$ cat src/rtl/b64d_pkg.sv
// Package for the base64/base64url decoder: character codes, the result
// queue entry type and the character-to-sextet lookup.
// No dependencies.
`default_nettype none
package b64d_pkg;

  localparam int unsigned QDepth = 4;
  localparam int unsigned QIdxW  = $clog2(QDepth);
  localparam int unsigned QCntW  = $clog2(QDepth + 1);

  localparam logic [7:0] ChPad   = 8'h3D;  // '='
  localparam logic [7:0] ChUpA   = 8'h41;
  localparam logic [7:0] ChUpZ   = 8'h5A;
  localparam logic [7:0] ChLoA   = 8'h61;
  localparam logic [7:0] ChLoZ   = 8'h7A;
  localparam logic [7:0] ChDig0  = 8'h30;
  localparam logic [7:0] ChDig9  = 8'h39;
  localparam logic [7:0] ChPlus  = 8'h2B;
  localparam logic [7:0] ChMinus = 8'h2D;
  localparam logic [7:0] ChSlash = 8'h2F;
  localparam logic [7:0] ChUnder = 8'h5F;

  localparam logic [5:0] LoBase  = 6'd26;
  localparam logic [5:0] DigBase = 6'd52;
  localparam logic [5:0] Val62   = 6'd62;
  localparam logic [5:0] Val63   = 6'd63;

  // One queued group: up to three bytes, or a single error result.
  typedef struct packed {
    logic [23:0] bits;
    logic [1:0]  nbytes;  // 1..3
    logic        last;
    logic        err;
  } grp_t;

  typedef struct packed {
    logic       bad;
    logic [5:0] val;
  } sextet_t;

  function automatic sextet_t decode_char(input logic [7:0] ch);
    sextet_t    r;
    logic [7:0] d;
    r = '{bad: 1'b0, val: 6'd0};
    d = 8'd0;
    if (ch >= ChUpA && ch <= ChUpZ) begin
      d     = ch - ChUpA;
      r.val = d[5:0];
    end else if (ch >= ChLoA && ch <= ChLoZ) begin
      d     = ch - ChLoA;
      r.val = d[5:0] + LoBase;
    end else if (ch >= ChDig0 && ch <= ChDig9) begin
      d     = ch - ChDig0;
      r.val = d[5:0] + DigBase;
    end else if (ch == ChPlus || ch == ChMinus) begin
      r.val = Val62;
    end else if (ch == ChSlash || ch == ChUnder) begin
      r.val = Val63;
    end else begin
      r.bad = 1'b1;
    end
    return r;
  endfunction

endpackage
`default_nettype wire

$ cat src/rtl/b64d_in_if.sv
// Input channel of the decoder: one character and its final flag per transfer.
// No dependencies.
`default_nettype none
interface b64d_in_if;
  logic       valid;
  logic       ready;
  logic [7:0] char_code;
  logic       final_char;

  modport source (output valid, output char_code, output final_char, input ready);
  modport sink   (input valid, input char_code, input final_char, output ready);
endinterface
`default_nettype wire

$ cat src/rtl/b64d_out_if.sv
// Output channel of the decoder: one decoded byte with status per transfer.
// No dependencies.
`default_nettype none
interface b64d_out_if;
  logic       valid;
  logic       ready;
  logic [7:0] data_byte;
  logic       status;
  logic       end_of_message;

  modport source (output valid, output data_byte, output status, output end_of_message,
                  input ready);
  modport sink   (input valid, input data_byte, input status, input end_of_message,
                  output ready);
endinterface
`default_nettype wire

$ cat src/rtl/base64url_decoder.sv
// Streaming base64 / base64url decoder, top level.
// Depends on b64d_pkg, b64d_in_if and b64d_out_if.
//
// Usage:
//   in_i  : one ASCII character per transfer, final_char marks the end of a
//           message. Both '+' '/' and '-' '_' are taken; '=' is padding.
//   out_o : one decoded byte per transfer. end_of_message flags the last byte
//           of a message. An invalid character gives one result with
//           status = 1, data_byte = 0, end_of_message = 1, and the rest of
//           that message is discarded up to its final character.
//   The character that completes (or ends) a group is held in the input
//   register; the group then goes into the result queue that feeds out_o.
//   Throughput: one character per cycle. A group yields up to three bytes,
//   drained one per cycle from a four-group result queue; the input stalls
//   only when that queue is full, i.e. when the receiver holds off ready.
//   Reset clears the input register, the group state and the queue.
//   A stalled receiver keeps the head byte steady and lets the queue fill,
//   after which in_i.ready drops.
`default_nettype none
module base64url_decoder (
  input  wire logic clk_i,
  input  wire logic rst_ni,
  b64d_in_if.sink   in_i,
  b64d_out_if.source out_o
);
  import b64d_pkg::*;

  // input register
  logic       in_vld_q;
  logic [7:0] in_ch_q;
  logic       in_fin_q;

  // group state
  logic [23:0] bits_q, bits_d;
  logic [1:0]  pos_q, pos_d;
  logic [2:0]  pad_q, pad_d;
  logic        drop_q, drop_d;

  // result queue
  grp_t              q_mem [QDepth];
  logic [QIdxW-1:0]  wr_q, rd_q;
  logic [QCntW-1:0]  cnt_q;
  logic [1:0]        bidx_q;

  logic    q_full, proc, push, pop;
  grp_t    push_ent, head;
  sextet_t sx;
  logic [23:0] nb;
  logic [1:0]  npos;
  logic [2:0]  npad;

  assign q_full    = (cnt_q == QCntW'(QDepth));
  assign proc      = in_vld_q && !q_full;
  assign in_i.ready = !in_vld_q || proc;

  always_ff @(posedge clk_i or negedge rst_ni) begin
    if (!rst_ni) begin
      in_vld_q <= 1'b0;
    end else if (in_i.ready) begin
      in_vld_q <= in_i.valid;
    end
  end

  always_ff @(posedge clk_i) begin
    if (in_i.valid && in_i.ready) begin
      in_ch_q  <= in_i.char_code;
      in_fin_q <= in_i.final_char;
    end
  end

  function automatic logic [1:0] byte_count(input logic [2:0] pads);
    logic [1:0] n;
    case (pads)
      3'd0:    n = 2'd3;
      3'd1:    n = 2'd2;
      default: n = 2'd1;
    endcase
    return n;
  endfunction

  always_comb begin
    bits_d   = bits_q;
    pos_d    = pos_q;
    pad_d    = pad_q;
    drop_d   = drop_q;
    push     = 1'b0;
    push_ent = '{bits: 24'd0, nbytes: 2'd1, last: 1'b1, err: 1'b1};
    sx       = decode_char(in_ch_q);
    nb       = bits_q;
    npos     = pos_q;
    npad     = pad_q;
    if (proc) begin
      if (drop_q) begin
        if (in_fin_q) begin
          drop_d = 1'b0;
          bits_d = 24'd0;
          pos_d  = 2'd0;
          pad_d  = 3'd0;
        end
      end else if (in_ch_q != ChPad && sx.bad) begin
        push   = 1'b1;
        drop_d = !in_fin_q;
        bits_d = 24'd0;
        pos_d  = 2'd0;
        pad_d  = 3'd0;
      end else begin
        if (in_ch_q == ChPad) begin
          nb   = {bits_q[17:0], 6'd0};
          npad = pad_q + 3'd1;
        end else begin
          nb   = {bits_q[17:0], sx.val};
        end
        npos = pos_q + 2'd1;
        if (npos != 2'd0 && in_fin_q) begin
          // pad out the missing positions
          case (npos)
            2'd1:    begin nb = {nb[5:0],  18'd0}; npad = npad + 3'd3; end
            2'd2:    begin nb = {nb[11:0], 12'd0}; npad = npad + 3'd2; end
            default: begin nb = {nb[17:0],  6'd0}; npad = npad + 3'd1; end
          endcase
        end
        if (npos == 2'd0 || in_fin_q) begin
          push     = 1'b1;
          push_ent = '{bits: nb, nbytes: byte_count(npad), last: in_fin_q, err: 1'b0};
          bits_d   = 24'd0;
          pos_d    = 2'd0;
          pad_d    = 3'd0;
        end else begin
          bits_d = nb;
          pos_d  = npos;
          pad_d  = npad;
        end
      end
    end
  end

  always_ff @(posedge clk_i or negedge rst_ni) begin
    if (!rst_ni) begin
      bits_q <= 24'd0;
      pos_q  <= 2'd0;
      pad_q  <= 3'd0;
      drop_q <= 1'b0;
    end else begin
      bits_q <= bits_d;
      pos_q  <= pos_d;
      pad_q  <= pad_d;
      drop_q <= drop_d;
    end
  end

  // result queue and byte drain
  assign head = q_mem[rd_q];
  assign pop  = out_o.valid && out_o.ready && (bidx_q == head.nbytes - 2'd1);

  always_ff @(posedge clk_i) begin
    if (push) begin
      q_mem[wr_q] <= push_ent;
    end
  end

  always_ff @(posedge clk_i or negedge rst_ni) begin
    if (!rst_ni) begin
      wr_q   <= '0;
      rd_q   <= '0;
      cnt_q  <= '0;
      bidx_q <= 2'd0;
    end else begin
      if (push) wr_q <= wr_q + QIdxW'(1);
      if (pop)  rd_q <= rd_q + QIdxW'(1);
      cnt_q <= cnt_q + QCntW'(push) - QCntW'(pop);
      if (pop) begin
        bidx_q <= 2'd0;
      end else if (out_o.valid && out_o.ready) begin
        bidx_q <= bidx_q + 2'd1;
      end
    end
  end

  always_comb begin
    case (bidx_q)
      2'd0:    out_o.data_byte = head.bits[23:16];
      2'd1:    out_o.data_byte = head.bits[15:8];
      default: out_o.data_byte = head.bits[7:0];
    endcase
  end

  assign out_o.valid          = (cnt_q != '0);
  assign out_o.status         = head.err;
  assign out_o.end_of_message = head.last && (bidx_q == head.nbytes - 2'd1);

  // checks
  a_cnt_bound: assert property (@(posedge clk_i) disable iff (!rst_ni)
    cnt_q <= QCntW'(QDepth))
    else $error("result queue count overflow");

  a_no_push_full: assert property (@(posedge clk_i) disable iff (!rst_ni)
    push |-> !q_full)
    else $error("push into full result queue");

  a_bidx_range: assert property (@(posedge clk_i) disable iff (!rst_ni)
    out_o.valid |-> (bidx_q < head.nbytes))
    else $error("byte index past group size");

  a_err_result: assert property (@(posedge clk_i) disable iff (!rst_ni)
    (out_o.valid && out_o.status) |-> (out_o.end_of_message && out_o.data_byte == 8'd0))
    else $error("error result malformed");

  a_drop_silent: assert property (@(posedge clk_i) disable iff (!rst_ni)
    (proc && drop_q) |-> !push)
    else $error("result produced while dropping");

endmodule
`default_nettype wire
$ cat src/flat_wrapper.sv
// flat-port wrapper written by rule: the top's interface ports become plain ports
module base64url_decoder_flat import b64d_pkg::*;
  (clk_i, rst_ni, in_i_valid, in_i_char_code, in_i_final_char, in_i_ready, out_o_valid, out_o_data_byte, out_o_status, out_o_end_of_message, out_o_ready);
  b64d_in_if in_i_i ();
  b64d_out_if out_o_i ();
  input  wire logic clk_i;
  input  wire logic rst_ni;
  input wire logic [$bits(in_i_i.valid)-1:0] in_i_valid;
  input wire logic [$bits(in_i_i.char_code)-1:0] in_i_char_code;
  input wire logic [$bits(in_i_i.final_char)-1:0] in_i_final_char;
  output wire logic [$bits(in_i_i.ready)-1:0] in_i_ready;
  output wire logic [$bits(out_o_i.valid)-1:0] out_o_valid;
  output wire logic [$bits(out_o_i.data_byte)-1:0] out_o_data_byte;
  output wire logic [$bits(out_o_i.status)-1:0] out_o_status;
  output wire logic [$bits(out_o_i.end_of_message)-1:0] out_o_end_of_message;
  input wire logic [$bits(out_o_i.ready)-1:0] out_o_ready;
  assign in_i_i.valid = in_i_valid;
  assign in_i_i.char_code = in_i_char_code;
  assign in_i_i.final_char = in_i_final_char;
  assign in_i_ready = in_i_i.ready;
  assign out_o_valid = out_o_i.valid;
  assign out_o_data_byte = out_o_i.data_byte;
  assign out_o_status = out_o_i.status;
  assign out_o_end_of_message = out_o_i.end_of_message;
  assign out_o_i.ready = out_o_ready;
  base64url_decoder u_core (.clk_i(clk_i), .rst_ni(rst_ni), .in_i(in_i_i), .out_o(out_o_i));
endmodule
$ cat config.mk
export PLATFORM = sky130hd
export DESIGN_NAME = base64url_decoder_flat
export DESIGN_NICKNAME = d
export VERILOG_FILES = /design/src/rtl/b64d_pkg.sv /design/src/rtl/b64d_in_if.sv /design/src/rtl/b64d_out_if.sv /design/src/rtl/base64url_decoder.sv /design/src/flat_wrapper.sv
export SDC_FILE = /design/constraint.sdc
export NUM_CORES = 1
export LEC_CHECK = 0
export ABC_CLOCK_PERIOD_IN_PS = 3540
export BUFFER_PORTS_ARGS = -buffer_cell sky130_fd_sc_hd__buf_2
export CAP_MARGIN = 20
export CORE_MARGIN = 5
export CORE_UTILIZATION = 30
export CTS_CLUSTER_SIZE = 30
export DETAILED_ROUTE_END_ITERATION = 6
export HOLD_SLACK_MARGIN = 0.03
export PLACE_DENSITY = 0.57
export SYNTH_ARGS = -nofsm -noshare
export SYNTH_HDL_FRONTEND = slang
export SYNTH_SLANG_ARGS = --single-unit
$ cat constraint.sdc
create_clock -name clk_i -period 3.54 [get_ports clk_i]
set_input_delay 0.531 -clock clk_i [delete_from_list [all_inputs] [get_ports clk_i]]
set_output_delay 0.531 -clock clk_i [all_outputs]
set_load 0.02 [all_outputs]
Yosys cells after proc, flatten, opt, wreduce, memory -nomap -nowiden
Memory sizes are Yosys's and may differ from the RTL's. Index checks and enable logic that the tools add are counted.

Add/sub/neg operators: 16. Multiply operators: 0. Div/mod/pow operators: 0. Magnitude comparators: 6. Equal/unequal tests: 13. Shift-type cells: 0. Muxes and demuxes: 51. Bitwise gates (word level): 0. Reductions and logical operators: 24.

Operators with widths (number): $mux 28 (4); $mux 18 (4); $pmux 24 s2 (1); $mux 3 (12); $mux 6 (6); $eq 8x6->1 const B (4); $mux 24 (1); $ge 8x7->1 const B (2); $le 8x7->1 const B (2); $pmux 8 s2 (1); $mux 1 (14); $mux 2 (6); $sub 6x6->6 const B (2); $logic_and 1x1->1 (10); $add 2x1->2 const B (4); $eq 8x7->1 const B (1); $ge 8x6->1 const B (1); $le 8x6->1 const B (1); $ne 8x6->1 const B (1); $add 3x1->3 const B (2); $add 3x2->3 const B (2); $add 6x5->6 const B (1); $add 6x6->6 const B (1); $pmux 3 s2 (1); 18 further kinds (26).

Register bits: 43. Bits in latches: 0. Memory bits (writable): 112. Memory bits (read-only): 0. Input bits: 13. Logic and storage cells: 122. Memories: 1.

Memory list: u_core.q_mem (words 4, width 28, rd ports 1, clocked after memory_dff 0, write ports 1, RTL line base64url_decoder.sv:40) `grp_t q_mem [QDepth];`.

Logic depth before layout (Yosys ltp)
Gate-level depths: netlist of run 1.

Depth in word-level cells: 23. Depth in mapped cells: 13. Gate-level depth less buffers: 13.

Worst setup path after synthesis of run 1
OpenSTA, ideal clock, no wires.

Kind: register to register. From: register u_core.in_ch_q[2]. To: memory u_core.q_mem[0][0] in the netlist's numbering (enable). Library setup time: 0.387 ns. Arrival: 3.011 ns. Path slack: 0.141 ns. Cell stages (with the launch flop): 10. Buffers on the path: 0. Clock period less this slack: 3.399 ns. Cells stage by stage: edfxtp_1 inv_1 ha_1 a21oi_1 a211oi_2 a2111oi_4 a2111oi_4 nor3_2 nor2_4 and2_1.

Cells in the longest elaborated chain, start to end: 13. Elaborated cells between the ends (all ways): 27. Classes of those cells: 6 x order compare; 5 x eq/ne; 10 x mux; 6 x reduce/logical.

RTL lines: start, declared (RTL line base64url_decoder.sv:30) `logic [7:0] in_ch_q;`; start signal, assigned (RTL line base64url_decoder.sv:66) `in_ch_q <= in_i.char_code;`; branches (longest 7 deep; another with $ge 8x6->1); $logic_and 1x1->1 (*) (RTL line base64url_decoder.sv:100) `end else if (in_ch_q != ChPad && sx.bad) begin`; $mux 1 (*) (RTL line base64url_decoder.sv:100); $mux 1 (*) (RTL line base64url_decoder.sv:93) `if (drop_q) begin`; $mux 1 (*) (RTL line base64url_decoder.sv:92) `if (proc) begin`; via u_core.push (RTL line base64url_decoder.sv:45) `logic q_full, proc, push, pop;`; $mux 1 (*) (RTL line base64url_decoder.sv:156) `if (push) begin`; $mux 1 (not written as such) (*) (RTL line base64url_decoder.sv:157) `q_mem[wr_q] <= push_ent;`; end, declared (RTL line base64url_decoder.sv:40).

Mark *: on every way through the listed nets, which the timed path passes.

==> results of run 1 <==
-- cell usage in the layout (no fill, tap or decap), types with 8 or more instances in the layout --
cell type / count
nor2b_1: 12
nand2_1: 42
a221o_1: 8
a21oi_1: 13
clkbuf_16: 17
edfxtp_1: 121
ha_1: 21
nor3_1: 8
nand3_1: 16
buf_2: 24
o21ai_0: 26
buf_4: 19
a22o_1: 8
mux4_2: 28
xnor2_1: 8
nand2b_1: 10
inv_1: 28
nor2_1: 27
dfrtp_1: 33
-- worst reg2reg max path, delay by kind of cell (launching register included) --
family	cells	cell delay [ns]
flops	1	0.49
compound gates	5	1.30
fa+ha+maj	1	0.28
simple gates	2	0.60
buf+inv	2	0.34
-- state kept, by name, indices dropped and copies added, names as in the netlist --
register and flops:
u_core.q_mem 112, u_core.bits_q 18, u_core.in_ch_q 8, u_core.cnt_q 3
u_core.pad_q 3, u_core.bidx_q 2, u_core.pos_q 2, u_core.rd_q 2
u_core.wr_q 2, u_core.drop_q 1, u_core.in_fin_q 1, u_core.in_vld_q 1
-- synthesized netlist by cell type (4+ instances only) --
library cell	number	area (µm²)
mux4_2	28	631
a221oi_1	9	78.8
o21ai_0	28	140
buf_2	4	20.0
nand3_1	16	80.1
and3_1	4	25.0
o21a_1	5	37.5
and2_1	7	43.8
a221o_1	8	80.1
a31oi_1	5	31.3
dfrtp_1	34	851
inv_1	28	105
edfxtp_1	121	3630
a21oi_1	13	65.1
ha_1	21	263
a22oi_1	5	37.5
a22o_1	8	70.1
nor2b_1	12	75.1
nor3_1	10	50.1
nor2_1	27	101
clkbuf_1	13	48.8
nand2b_1	10	62.6
xnor2_1	8	70.1
nand2_1	42	158
-- per-layer routing --
metal  track usage (%)  vias to the layer above  routed length [µm]
li1                  -                     2086                   -
met1              16.4                     2357                7310
met2              19.5                      164                7960
met3              3.02                       24                 925
met4              3.52                        0                 205
met5                 0                        -                   0
-- final timing paths --
| path | start | to | slack, ns | cells after the start |
|---|---|---|---|---|
| min in group clk_i | in_i_final_char | u_core.in_fin_q | 0.28 | 1 |
| max in group asynchronous | rst_ni | u_core.rd_q[0] | 2.76 | 1 |
| worst max register to register | u_core.in_ch_q[2] | u_core.q_mem[3][2] | 0.26 | 10 |
| worst min-delay path | rst_ni | u_core.bidx_q[1] | 0.20 | 1 |
| worst max-delay path | u_core.in_ch_q[2] | u_core.q_mem[3][2] | 0.26 | 10 |
| worst min register to register | u_core.bits_q[15] | u_core.bits_q[15] | 0.48 | 2 |
-- cell type report --
cell class                 count  area, µm²
fill                        2317      15600
sequential                   155       4490
multi-input combinational    319       2680
clock buffer                  18        429
tap                          324        405
timing repair buffer          47        343
clock inverter                14        113
inverter                      28        105
-- power by group through the flow --
stage,clock network [mW],logic (mW),registers [mW]
final,1.69,1.93,2.37
after CTS,1.73,1.95,2.38
after detailed placement,0,1.95,2.41
after floorplan,0,1.38,2.37
after global routing,1.81,2.11,2.40
after global placement,0,1.92,2.40
-- cell families (layout without fill, tap and decap cells) --
family	count (synthesis)	count (layout)	share of synthesized area [%]
flip-flops	155	155	61.3
XOR/XNOR	11	11	1.32
AO/OA/AOI/OAI	105	105	10.9
AND/OR/NAND/NOR	150	150	10.8
adder cells (fa/ha/maj)	23	23	4.14
buffers and inverters	48	107	2.55
multiplexers	30	30	8.92
-- timing repair --
item	CTS	global route
setup endpoints to repair	0	49
resized for setup	0	8
setup buffers	0	2
==> results.py, run 1 <==
metrics = {
    "setup_path": {
        "cp-end-kind": "register",
        "cp_slowest_cell": "a2111oi_4",
        "path_cells": "inv_1 > ha_1 > a21oi_1 > a211oi_2 > a2111oi_4 > a2111oi_4 > buf_4 > nor2_4 > o21ai_2 > or3_1",
        "crit_path_max_incr_delay_ns": 0.50,
        "crit_path_frequent_cell": "a2111oi_4",
        "critPathRequiredTime_ns": 3.69,
        "worst-path-buf-inv": 2,
        "start_kind": "register",
        "crit_arrival_ns": 3.43,
        "crit_type": "register to register",
        "cp_max_fo": 17,
        "critical_path.top_delay_family": "compound AO/OA/AOI/OAI gates",
    },
    "sta": {
        "finalSetupViolCount": 0,
        "tightest_slew_ns": 0.959,
        "drv_slew": 0,
        "holdWs_ns": 0.202,
        "layout_min_cycle_time_ns": 3.28,
        "fin_crit_sh_pct": 92.7,
        "max_freq_mhz": 305,
        "finalClockSkew_ns": 0.00990,
        "rsz0062_at_grt": "false",
        "final.setup.tns_ns": 0,
        "finalHoldViolCount": 0,
        "maxSlewHeadroom_pct": 36.0,
        "setup_slack_ns": 0.258,
    },
    "synth": {
        "dominantRegCellSynth": "edfxtp_1",
        "ys_seq_area_share_pct": 61.3,
        "avgSynthCellArea_um2": 14.0,
        "synth-seq-cells": 155,
        "async_flop_share_pct": 21.9,
        "syn_area_mm2": 0.00731,
        "synth_cells": 522,
        "ys_types": 60,
        "yosys_warnings": 0,
        "synth_edf_count": 121,
        "synth_nets": 558,
    },
    "grt": {
        "track_usage_pct": 12.1,
        "antenna_found_initial": 0,
        "gr-total-overflow": 0,
        "grt_pass1_wl_mm": 26.6,
        "grt_pass1_vias": 4849,
        "grt_max_degree": 35,
    },
    "power": {
        "p_sw_share_pct": 33.9,
        "vdd_drop_max_uv": 307,
        "pwr-share-clk_pct": 28.2,
        "p_switching_mw": 2.03,
        "internal-power_mw": 3.96,
        "seqPwrFrac_pct": 39.6,
        "p_leak_nw": 2.99,
        "p_per_area_mw_per_mm2": 700,
        "pwr-share-comb_pct": 32.2,
        "power_mw": 5.99,
    },
    "run_status": {
        "status": "completed",
    },
    "routing": {
        "dr.first_iter.drc_count": 445,
        "ant_nets": 0,
        "vias": 4631,
        "drt_wl_total_mm": 16.4,
        "viasPerCell": 5.12,
        "drtPass1Iterations": 5,
        "drc_errors": 0,
        "routedWlPerCell_um": 18.1,
    },
    "place": {
        "io_buffers": 24,
        "gp_congestion": 0.847,
        "dp.cells": 871,
        "dpl.hpwl_mm": 10.8,
        "dpl-instance-area_mm2": 0.00797,
        "dp_slack_ns": 0.169,
    },
    "floorplanning": {
        "die_y_um": 166,
        "initial_core_util_pct": 30.2,
        "rows": 57,
        "pin_count": 25,
        "die_x_um": 166,
        "core_area_mm2": 0.0242,
        "die_area_mm2": 0.0276,
    },
    "finish": {
        "fin_nets": 604,
        "design_area_mm2": 0.00856,
        "antenna_cells": 0,
        "fin_util_pct": 35.4,
        "final_cells": 905,
        "drive_gt1_share_pct": 22.0,
        "syn2layout_area_growth_pct": 17.0,
    },
    "run": {
        "drv_cap": 0,
    },
    "clock_network": {
        "cts_hold_buffers": 0,
        "cts.sinks": 155,
        "insertion_delay_ns": 0.43,
        "htree_num_levels": 4,
        "path_clk_slew_ns": 0.06,
        "cts_buffers": 17,
        "clockBufferDepth": 2,
        "cts-root-buf": "clkbuf_16",
        "cts_tree": "built",
    },
    "hold_path": {
        "hp-class": "input pin to asynchronous set/reset pin",
    },
}
No activity file was read; power rests on OpenSTA's default activity.
==> inputs of run 2 (changes only) <==
--- a/config.mk
+++ b/config.mk
@@ -9,11 +9,11 @@
 export BUFFER_PORTS_ARGS = -buffer_cell sky130_fd_sc_hd__buf_2
 export CAP_MARGIN = 20
 export CORE_MARGIN = 5
-export CORE_UTILIZATION = 30
+export CORE_UTILIZATION = 50
 export CTS_CLUSTER_SIZE = 30
 export DETAILED_ROUTE_END_ITERATION = 6
 export HOLD_SLACK_MARGIN = 0.03
-export PLACE_DENSITY = 0.57
+export PLACE_DENSITY = 0.8
 export SYNTH_ARGS = -nofsm -noshare
 export SYNTH_HDL_FRONTEND = slang
 export SYNTH_SLANG_ARGS = --single-unit
==> run 2 against run 1 <==
Net effect:
- fmax down 4.0%
- routed wire length fell by 6.7%
- design area shrank 2.5%
- largest cell class unchanged
- total power increased by 0.42%
- worst hold slack got worse by 0.0096 ns
- worst setup slack lost 0.14 ns
- clock skew decreased by 0.0024 ns
==> results.py, run 2 (same netlist as run 1, synthesis figures left out) <==
metrics = {
    "setup_path": {
        "critPathRequiredTime_ns": 3.67,
        "crit_arrival_ns": 3.55,
        "start_kind": "register",
        "cp_slowest_cell": "a221oi_1",
        "rr_startpoint": "u_core.in_ch_q[2]",
        "crit_path_frequent_cell": "a2111oi_4",
        "cp-end-kind": "register",
        "path_cells": "inv_1 > ha_1 > a21oi_1 > a211oi_2 > a2111oi_4 > a2111oi_4 > buf_4 > nor2_4 > o21ai_2 > a221oi_1",
        "cp_max_fo": 17,
        "crit_path_max_incr_delay_ns": 0.61,
        "crit_type": "register to register",
        "critPathLaunch": "u_core.in_ch_q[2]",
    },
    "sta": {
        "max_freq_mhz": 293,
        "tightest_slew_ns": 0.784,
        "finalSetupViolCount": 0,
        "layout_min_cycle_time_ns": 3.42,
        "finalHoldViolCount": 0,
        "drv_slew": 0,
        "setup_slack_ns": 0.122,
        "final.setup.tns_ns": 0,
        "fin_crit_sh_pct": 96.5,
        "finalClockSkew_ns": 0.00751,
        "holdWs_ns": 0.192,
        "rsz0062_at_grt": "false",
        "maxSlewHeadroom_pct": 47.8,
    },
    "power": {
        "p_leak_nw": 2.98,
        "p_per_area_mw_per_mm2": 721,
        "power_mw": 6.01,
        "vdd_drop_max_uv": 333,
    },
    "finish": {
        "fin_util_pct": 57.8,
        "top_regs": "u_core.q_mem x112, u_core.bits_q x18, u_core.in_ch_q x8",
        "mostFrequentLayoutCell": "edfxtp_1",
        "syn2layout_area_growth_pct": 14.0,
        "antenna_cells": 0,
        "largest_reg_flops": 112,
        "layout_common_cells": "121 x edfxtp_1, 42 x nand2_1, 33 x dfrtp_1",
        "top_register": "u_core.q_mem",
        "fin_nets": 599,
        "drive_gt1_share_pct": 20.3,
    },
    "grt": {
        "grt_max_degree": 35,
        "grt_pass1_wl_mm": 24.7,
        "track_usage_pct": 19.1,
        "gr-total-overflow": 0,
        "grt_pass1_vias": 4667,
        "antenna_found_initial": 0,
    },
    "run_status": {
        "status": "completed",
    },
    "clock_network": {
        "insertion_delay_ns": 0.42,
        "cts.sinks": 155,
        "cts_buffers": 17,
        "cts_hold_buffers": 0,
        "clockBufferDepth": 2,
        "cts-root-buf": "clkbuf_16",
        "cts_resized": 0,
        "htree_num_levels": 4,
        "postCtsSetupRepairBufs": 0,
        "cts_tree": "built",
        "path_clk_slew_ns": 0.06,
    },
    "floorplanning": {
        "core_area_mm2": 0.0144,
        "pin_count": 25,
        "die_area_mm2": 0.0171,
        "initial_core_util_pct": 50.7,
        "die_x_um": 131,
        "die_y_um": 131,
        "rows": 44,
    },
    "routing": {
        "vias": 4615,
        "drtPass1Iterations": 5,
        "dr.first_iter.drc_count": 427,
        "viasPerCell": 6.08,
        "routedWlPerCell_um": 20.1,
        "drc_errors": 0,
        "drt_wl_total_mm": 15.3,
        "ant_nets": 0,
    },
    "place": {
        "dp_slack_ns": 0.209,
        "gp_congestion": 0.872,
        "io_buffers": 24,
        "dpl.hpwl_mm": 10.4,
    },
    "run": {
        "drv_cap": 0,
    },
    "hold_path": {
        "hp-class": "input pin to asynchronous set/reset pin",
    },
}
## run 2: cell count changes in the layout (fill, tap and decap cells not counted), sizes merged
cell      change
inv           -2
bufinv        +2
clkinvlp      -1
buf           -5
## run 2: final timing paths
check                           cells after the start             endpoint  slack [ns]
worst max-delay path                               10  u_core.q_mem[0][16]        0.12
worst min-delay path                                1     u_core.bidx_q[0]        0.19
worst max register to register                     10  u_core.q_mem[0][16]        0.12
worst min register to register                      2    u_core.bits_q[12]        0.49
max in group asynchronous                           1       u_core.rd_q[0]        2.81
min in group clk_i                                  1    u_core.in_ch_q[6]        0.29
## run 2: worst max-delay path, delay by kind of cell, from the launching register on
family          cells  cell delay (ns)
compound gates      6             1.88
flops               1             0.53
buf+inv             2             0.35
fa+ha+maj           1             0.28
simple gates        1             0.09
## run 2: power by group
part	internal (mW)	leakage [nW]	switching (mW)
clock network	1.04	0.282	0.707
registers	2.24	1.55	0.135
logic	0.799	1.15	1.09
total	4.08	2.98	1.93
## run 2: area by class of cell
class | count | area, µm²
Tap cell | 184 | 230
Sequential cell | 155 | 4490
Timing Repair Buffer | 42 | 305
Inverter | 28 | 105
Clock buffer | 18 | 429
Fill cell | 1091 | 6090
Multi-Input combinational cell | 319 | 2640
Clock inverter | 13 | 141
## run 2: per-layer routing
layer | track usage [%] | vias up | wire (µm)
met2 | 31.5 | 222 | 7710
met1 | 25.3 | 2282 | 6270
met4 | 5.93 | 0 | 255
met3 | 4.72 | 24 | 1060
met5 | 0 | - | 0
li1 | - | 2087 | -
## run 2: per-stage QoR
step / area [µm²] / cells
after floorplan: 7310 / 522
after global placement: 7770 / 728
after detailed placement: 7770 / 728
after CTS: 8340 / 759
after global routing: 8340 / 759
final: 8340 / 759
